**src/rtl/rbm_pkg.sv**
```systemverilog
package rbm_pkg;

    localparam int DATA_W           = 32;
    localparam int CORDIC_STEPS_DEF = 24;
    localparam int CFG_IDX_W        = 8;

    // datapath widths
    localparam int ROOT_W = 33;   // floor sqrt of a 65-bit sum
    localparam int RAD_W  = 66;   // radicand, two bits per root digit
    localparam int REM_W  = 36;   // sqrt partial remainder
    localparam int VEC_W  = 36;   // CORDIC vector and angle arithmetic
    localparam int ANG_W  = 33;   // CORDIC angle accumulator
    localparam int QUO_W  = 31;   // quotient bits below the saturation limit
    localparam int R2_W   = 2 * ROOT_W;
    localparam int WRAP_N = 7;

    localparam logic [CFG_IDX_W-1:0] REG_RANGE_NOISE   = 8'd0;
    localparam logic [CFG_IDX_W-1:0] REG_BEARING_NOISE = 8'd1;

    localparam logic signed [VEC_W-1:0] PI_Q     = 36'sd843314856;
    localparam logic signed [VEC_W-1:0] TWO_PI_Q = 36'sd1686629713;
    localparam logic signed [ANG_W-1:0] PI_ANG   = 33'sd843314856;
    localparam logic signed [VEC_W-1:0] SAT_HI   = 36'sd2147483647;
    localparam logic signed [VEC_W-1:0] SAT_LO   = -36'sd2147483648;

    // offsets k * 2pi, k = -3 .. 3, for the floor modulo
    localparam logic signed [VEC_W-1:0] WRAP_OFS [WRAP_N] = '{
        -36'sd5059889139, -36'sd3373259426, -36'sd1686629713, 36'sd0,
        36'sd1686629713, 36'sd3373259426, 36'sd5059889139
    };

    // front pipeline: entry, squares, sum, square root and CORDIC steps
    typedef struct packed {
        logic [DATA_W-1:0]        ax;
        logic [DATA_W-1:0]        ay;
        logic                     dx_pos;
        logic                     dy_pos;
        logic                     dy_neg;
        logic                     degen;
        logic signed [DATA_W-1:0] hd;
        logic signed [DATA_W-1:0] refa;
        logic signed [VEC_W-1:0]  cx;
        logic signed [VEC_W-1:0]  cy;
        logic signed [ANG_W-1:0]  cz;
        logic [RAD_W-1:0]         rad;
        logic [REM_W-1:0]         rem;
        logic [ROOT_W-1:0]        root;
    } front_t;

    // stage between root and division
    typedef struct packed {
        logic [DATA_W-1:0]        ax;
        logic [DATA_W-1:0]        ay;
        logic [ROOT_W-1:0]        r;
        logic [R2_W-1:0]          r2;
        logic signed [VEC_W-1:0]  t;
        logic signed [DATA_W-1:0] refa;
        logic                     dx_pos;
        logic                     dy_pos;
        logic                     dy_neg;
        logic                     degen;
    } back_t;

    // side lane that runs beside the dividers
    typedef struct packed {
        logic signed [VEC_W-1:0]  b;
        logic signed [DATA_W-1:0] refa;
        logic [ROOT_W-1:0]        r;
        logic                     dx_pos;
        logic                     dy_pos;
        logic                     dy_neg;
        logic                     degen;
    } side_t;

    // rounded arctangent of 2^-i in Q3.28
    function automatic logic [DATA_W-1:0] atan_entry(input logic [4:0] i);
        case (i)
            5'd0:    return 32'd210828714;
            5'd1:    return 32'd124459457;
            5'd2:    return 32'd65760959;
            5'd3:    return 32'd33381290;
            5'd4:    return 32'd16755422;
            5'd5:    return 32'd8385879;
            5'd6:    return 32'd4193963;
            5'd7:    return 32'd2097109;
            5'd8:    return 32'd1048571;
            5'd9:    return 32'd524287;
            5'd10:   return 32'd262144;
            5'd11:   return 32'd131072;
            5'd12:   return 32'd65536;
            5'd13:   return 32'd32768;
            5'd14:   return 32'd16384;
            5'd15:   return 32'd8192;
            5'd16:   return 32'd4096;
            5'd17:   return 32'd2048;
            5'd18:   return 32'd1024;
            5'd19:   return 32'd512;
            5'd20:   return 32'd256;
            5'd21:   return 32'd128;
            5'd22:   return 32'd64;
            5'd23:   return 32'd32;
            5'd24:   return 32'd16;
            5'd25:   return 32'd8;
            5'd26:   return 32'd4;
            5'd27:   return 32'd2;
            5'd28:   return 32'd1;
            default: return 32'd0;
        endcase
    endfunction

    function automatic logic signed [DATA_W-1:0] sat32(input logic signed [VEC_W-1:0] v);
        if (v > SAT_HI) begin
            return 32'sh7FFF_FFFF;
        end
        if (v < SAT_LO) begin
            return 32'sh8000_0000;
        end
        return v[DATA_W-1:0];
    endfunction

endpackage

```
**src/rtl/rbm_divider.sv**
```systemverilog
module rbm_divider #(
    parameter int DW = rbm_pkg::ROOT_W,
    parameter int HW = rbm_pkg::DATA_W,
    parameter int QW = rbm_pkg::QUO_W
) (
    input  logic          clk,
    input  logic          en,
    input  logic [HW-1:0] num_hi,
    input  logic [QW-1:0] num_lo,
    input  logic [DW-1:0] den,
    output logic [QW-1:0] quo,
    output logic          sat
);
    // Restoring division, one quotient bit per stage. The dividend is
    // num_hi * 2^QW + num_lo; sat flags a quotient of 2^QW or more.

    logic [DW:0]   rem_reg  [QW];
    logic [DW:0]   rem_next [QW];
    logic [DW-1:0] den_reg  [QW];
    logic [DW-1:0] den_prev [QW];
    logic [QW-1:0] lo_reg   [QW];
    logic [QW-1:0] lo_next  [QW];
    logic [QW-1:0] q_reg    [QW];
    logic [QW-1:0] q_next   [QW];
    logic [QW-1:0] sat_reg;
    logic [QW-1:0] sat_prev;

    always_comb
    begin
        logic [DW:0]   p_rem;
        logic [QW-1:0] p_lo;
        logic [QW-1:0] p_q;
        logic [DW:0]   shifted;
        for (int i = 0; i < QW; i++)
        begin
            if (i == 0)
            begin
                p_rem       = (DW+1)'(num_hi);
                p_lo        = num_lo;
                p_q         = '0;
                den_prev[i] = den;
                sat_prev[i] = ((DW+1)'(num_hi) >= {1'b0, den});
            end
            else
            begin
                p_rem       = rem_reg[(i == 0) ? 0 : i-1];
                p_lo        = lo_reg[(i == 0) ? 0 : i-1];
                p_q         = q_reg[(i == 0) ? 0 : i-1];
                den_prev[i] = den_reg[(i == 0) ? 0 : i-1];
                sat_prev[i] = sat_reg[(i == 0) ? 0 : i-1];
            end
            shifted    = {p_rem[DW-1:0], p_lo[QW-1]};
            lo_next[i] = {p_lo[QW-2:0], 1'b0};
            if (shifted >= {1'b0, den_prev[i]})
            begin
                rem_next[i] = shifted - {1'b0, den_prev[i]};
                q_next[i]   = {p_q[QW-2:0], 1'b1};
            end
            else
            begin
                rem_next[i] = shifted;
                q_next[i]   = {p_q[QW-2:0], 1'b0};
            end
        end
    end

    always_ff @(posedge clk)
    begin
        if (en)
        begin
            rem_reg <= rem_next;
            den_reg <= den_prev;
            lo_reg  <= lo_next;
            q_reg   <= q_next;
            sat_reg <= sat_prev;
        end
    end

    assign quo = q_reg[QW-1];
    assign sat = sat_reg[QW-1];

endmodule

```
**config.mk**
```make
export PLATFORM = sky130hd
export DESIGN_NAME = rbm_divider
export DESIGN_NICKNAME = d
export VERILOG_FILES = /design/src/rtl/rbm_pkg.sv /design/src/rtl/rbm_divider.sv
export SDC_FILE = /design/constraint.sdc
export NUM_CORES = 2
export LEC_CHECK = 0
export BUFFER_PORTS_ARGS = -buffer_cell sky130_fd_sc_hd__buf_2
export CELL_PAD_IN_SITES_DETAIL_PLACEMENT = 1
export CELL_PAD_IN_SITES_GLOBAL_PLACEMENT = 1
export CORE_MARGIN = 2
export CORE_UTILIZATION = 45
export DETAILED_ROUTE_END_ITERATION = 10
export PLACE_DENSITY_LB_ADDON = 0.1
export SLEW_MARGIN = 15
export SYNTH_ARGS = -nofsm -noshare
export SYNTH_HDL_FRONTEND = slang
export SYNTH_SLANG_ARGS = --single-unit
```
**constraint.sdc**
```tcl
create_clock -name clk -period 4.2 [get_ports clk]
set_input_delay 0.84 -clock clk [delete_from_list [all_inputs] [get_ports clk]]
set_output_delay 0.84 -clock clk [all_outputs]
set_load 0.005 [all_outputs]
```
* Yosys cells after proc, flatten, opt, wreduce, memory -nomap -nowiden
Index checks and enable logic that the tools add are counted. W data, S select, Z words.
Cells by class: add/subtract/negate cells 30, magnitude comparators 32, multiplexer cells 61
Operators with widths (number):
- $ge A34 B33 Y1 | 30
- $mux W33 | 30
- $sub A33 B33 Y33 | 30
- $ge A32 B33 Y1 | 1
- $ge A33 B33 Y1 | 1
- $mux W1 | 31
Storage, ports and cells: bits in registers 2972

* Depth between registers and ports, before layout
depth after elaboration 2, mapped depth 17, gate-level depth less buffers 15

* Worst setup path after synthesis
Ideal clock, no wire load.
path kind register to register, from register lo_reg[557] (netlist name), to register rem_reg[545] (netlist name) (data pin), library setup time 0.260 ns, arrival time 3.387 ns, data required time 3.940 ns, slack 0.553 ns, stages on the path, launching flop included 15, buffers on the path 1, path through edfxtp_1 -> inv_1 -> ha_1 -> inv_1 -> fa_1 -> a21o_1 -> a21o_1 -> a211o_1 -> o211a_1 -> o41ai_4 -> o221a_4 -> o211ai_2 -> o21ai_2 -> buf_4 -> mux2_2
RTL lines:
- start: declaration | line rbm_divider.sv:21 | logic [QW-1:0] lo_reg [QW];
- start signal: assignment | line rbm_divider.sv:73 | lo_reg <= lo_next;
- end signal: assignment | line rbm_divider.sv:71 | rem_reg <= rem_next;
- end: declaration | line rbm_divider.sv:17 | logic [DW:0] rem_reg [QW];

==> impl_metrics.csv <==
group,metric,value,unit
outcome,status,"finished, final reports clean",
synthesis,synth.distinct_cells,103,
grt,antenna_found_initial,6,
layout,multi_input_area,58900,sq um
floorplanning,die_h,589,um
timing,setup-tns-final,0,ns
routing,totalWireLength,408000,um
placement,placedCellCount,17600,
routing,ant_nets,0,
synthesis,yosysWarnings,0,
routing,vias_per_cell,5.53,
clock_network,cts-buffers-inserted,331,
grt,grt_overflow,0,
synthesis,synth_area,154000,sq um
timing,grt_setup_unrepaired,"no",
synthesis,ys_top_cells_by_count,"2972 x edfxtp_1, 1313 x inv_1, 1055 x ha_1, 1042 x nand2_1, 1041 x a21oi_1",
layout,ff_latch_area,89200,sq um
grt,top_usage_layer,"met2",
floorplanning,core_area,340000,sq um
layout,stdcell_count,18200,
timing,period_minus_slack,4.09,ns
floorplanning,std_cell_rows,214,
synthesis,ys_seq_elements,2972,
timing,max_freq,0.245,GHz
routing,via_count,101000,
routing,drt-pass1-iter-count,5,
setup_path,cp.required,4.88,ns
timing,fin_skew,0.0519,ns
hold_path,hold_path_class,"in -> reg",
timing,final-max-slew-violation-count,0,
layout,nNetsFinal,14600,
routing,post_drt_wl_per_cell,22.4,um
clock_network,cts_tree,"done",
grt,use_met1,28.7,%
clock_network,clk-insertion-delay-late,0.94,ns
clock_network,clock-sinks,2972,
setup_path,end_kind,"flop",
placement,io_buffer_count,129,
power,power.leakage,70.1,nW
timing,max_slew_margin,26.4,%
layout,area_growth,12.4,%
placement,dp_hpwl,310000,um
power,power_density,796,nW/um^2
routing,drtIter0Drc,6008,
clock_network,htree_levels,5,
placement,place.gp.congestion,0.880,
timing,worst_pin_slew,1.09,ns
grt,grt_util_met3,2.46,%
timing,fin_crit_sh,97.3,%
routing,drcViolationCount,0,
synthesis,synth_edf_count,2972,
floorplanning,start_util,45.3,%
setup_path,cp.arrival,4.77,ns
synthesis,syn_inst,13000,
synthesis,syn_nets,14200,
grt,grt_usage,23.2,%
clock_network,path_clk_slew,0.06,ns
floorplanning,dieArea,347000,sq um
timing,hold_viol_final,0,
grt,grt_max_degree,173,
setup_path,critPathKind,"reg -> reg",
clock_network,clockRootBuffer,"clkbuf_16",
synthesis,yosysTopAreaCell,"edfxtp_1",
floorplanning,chipWidth,589,um
timing,setup_viol,0,
clock_network,clock_path_buffers,4,
grt,grt_pass1_vias,106000,
layout,drive_gt1_share,9.33,%
layout,fillCellCount,35200,
synthesis,synth.avg_cell_area,11.9,sq um
job,drv_cap,0,
synthesis,netlist.area_leader.share,57.9,%
floorplanning,io_pins,130,
synthesis,synth_most_common_cell,"edfxtp_1",
power,vdd_ir_drop_max,0.405,mV
synthesis,seq_area_frac_synth,57.9,%
grt,met2_usage,42.9,%
synthesis,synthTopCellsByArea,"edfxtp_1 58%, ha_1 8.6%, a21oi_1 3.4%",
synthesis,ys.flop_type,"edfxtp_1",
setup_path,cp_max_fo,34,
grt,grt_pass1_wl,631000,um
setup_path,worstSetupStartpointType,"flop",
synthesis,synthArstFlopShare,0,%
==> placed cells by master, fill, tap and decap left out, types with 91 or more instances in the layout <==
master,instances
edfxtp_1,2972
xor2_1,366
o21a_1,97
nand2_1,1042
ha_1,1055
nor3_1,114
a21o_1,584
and3_1,91
xnor2_1,496
mux2_2,263
buf_4,232
a31oi_1,98
a21oi_1,1037
nor2_1,591
buf_2,128
nor2b_1,113
nand3_1,202
o21ai_0,935
nand4_1,169
clkbuf_16,339
nand2b_1,116
inv_1,1313
o21bai_1,157
==> through the flow <==
| step | setup WS [ns] | hold slack (ns) | utilization [%] | cell area, sq um | power [mW] |
|---|---|---|---|---|---|
| 2_1_floorplan | 0.553 | 0.400 | - | 154000 | 88.7 |
| 3_3_place_gp | 0.0626 | 0.400 | 47.7 | 162000 | 107 |
| 3_5_place_dp | 0.0621 | 0.405 | 47.7 | 162000 | 109 |
| 4_1_cts | 0.0552 | 0.00229 | 50.9 | 173000 | 139 |
| 5_1_grt | 0.00658 | 0.0309 | 50.9 | 173000 | 147 |
| 6_report | 0.113 | 0.0907 | 50.9 | 173000 | 138 |
==> cell type report <==
class                      instances  area share [%]
tap                             4536            3.27
sequential                      2972            51.5
multi-input combinational       8390            34.0
antenna                            3         0.00433
inverter                        1315            2.85
timing repair buffer             423            2.07
clock buffer                     398            5.02
clock inverter                   198            1.28
==> path summary, 6_finish.rpt <==
| path | cells after the start | startpoint | end | slack [ns] |
|---|---|---|---|---|
| setup reg to reg | 14 | den_prev[297] | rem_reg[309] | 0.11 |
| setup / recovery | 14 | den_prev[297] | rem_reg[309] | 0.11 |
| hold reg to reg | 0 | q_reg[57] | quo[27] | 0.41 |
| hold / removal | 1 | num_lo[6] | lo_next[907] | 0.09 |
==> routing by layer <==
layer / part of all wire (%) / vias up
met3: 2.7 / 551
met4: 2.6 / 0
met1: 42 / 50300
met5: 0 / -
met2: 52 / 1369
li1: - / 48600
==> cells by family after synthesis <==
family	share of synthesized area [%]
AOI/OAI and AO/OA	14.2
DFF	57.9
and+or+nand+nor	8.00
buffers and inverters	4.03
adders and majority gates	8.95
xor gates and xnor gates	4.90
muxes	2.04
==> worst max-delay path: stages, from the launching register on <==
cell       delay [ns]
edfxtp_1         0.46
ha_1             0.21
inv_1            0.06
fa_1             0.41
a21o_1           0.18
a21o_1           0.22
a211o_1          0.38
a21oi_1          0.26
o31a_2           0.26
o21ai_1          0.14
and2_4           0.24
a2111oi_4        0.36
o21ai_4          0.11
buf_12           0.19
mux2_2           0.32
==> where the power goes <==
group,switching [mW],internal [mW],total [mW]
Combinational,34.6,25.6,60.2
Sequential,5.34,43.0,48.3
Clock,12.1,17.2,29.4
Total,52.0,85.8,138
==> repair_timing <==
item | CTS | global route
endpoints found under the hold margin | 6 | 0
endpoints found under the setup margin | 0 | 111
resized for setup | 0 | 15
buffers inserted | 0 | 3
hold buffers | 6 | 0
Note: power is estimated with default switching activity, not from simulation.
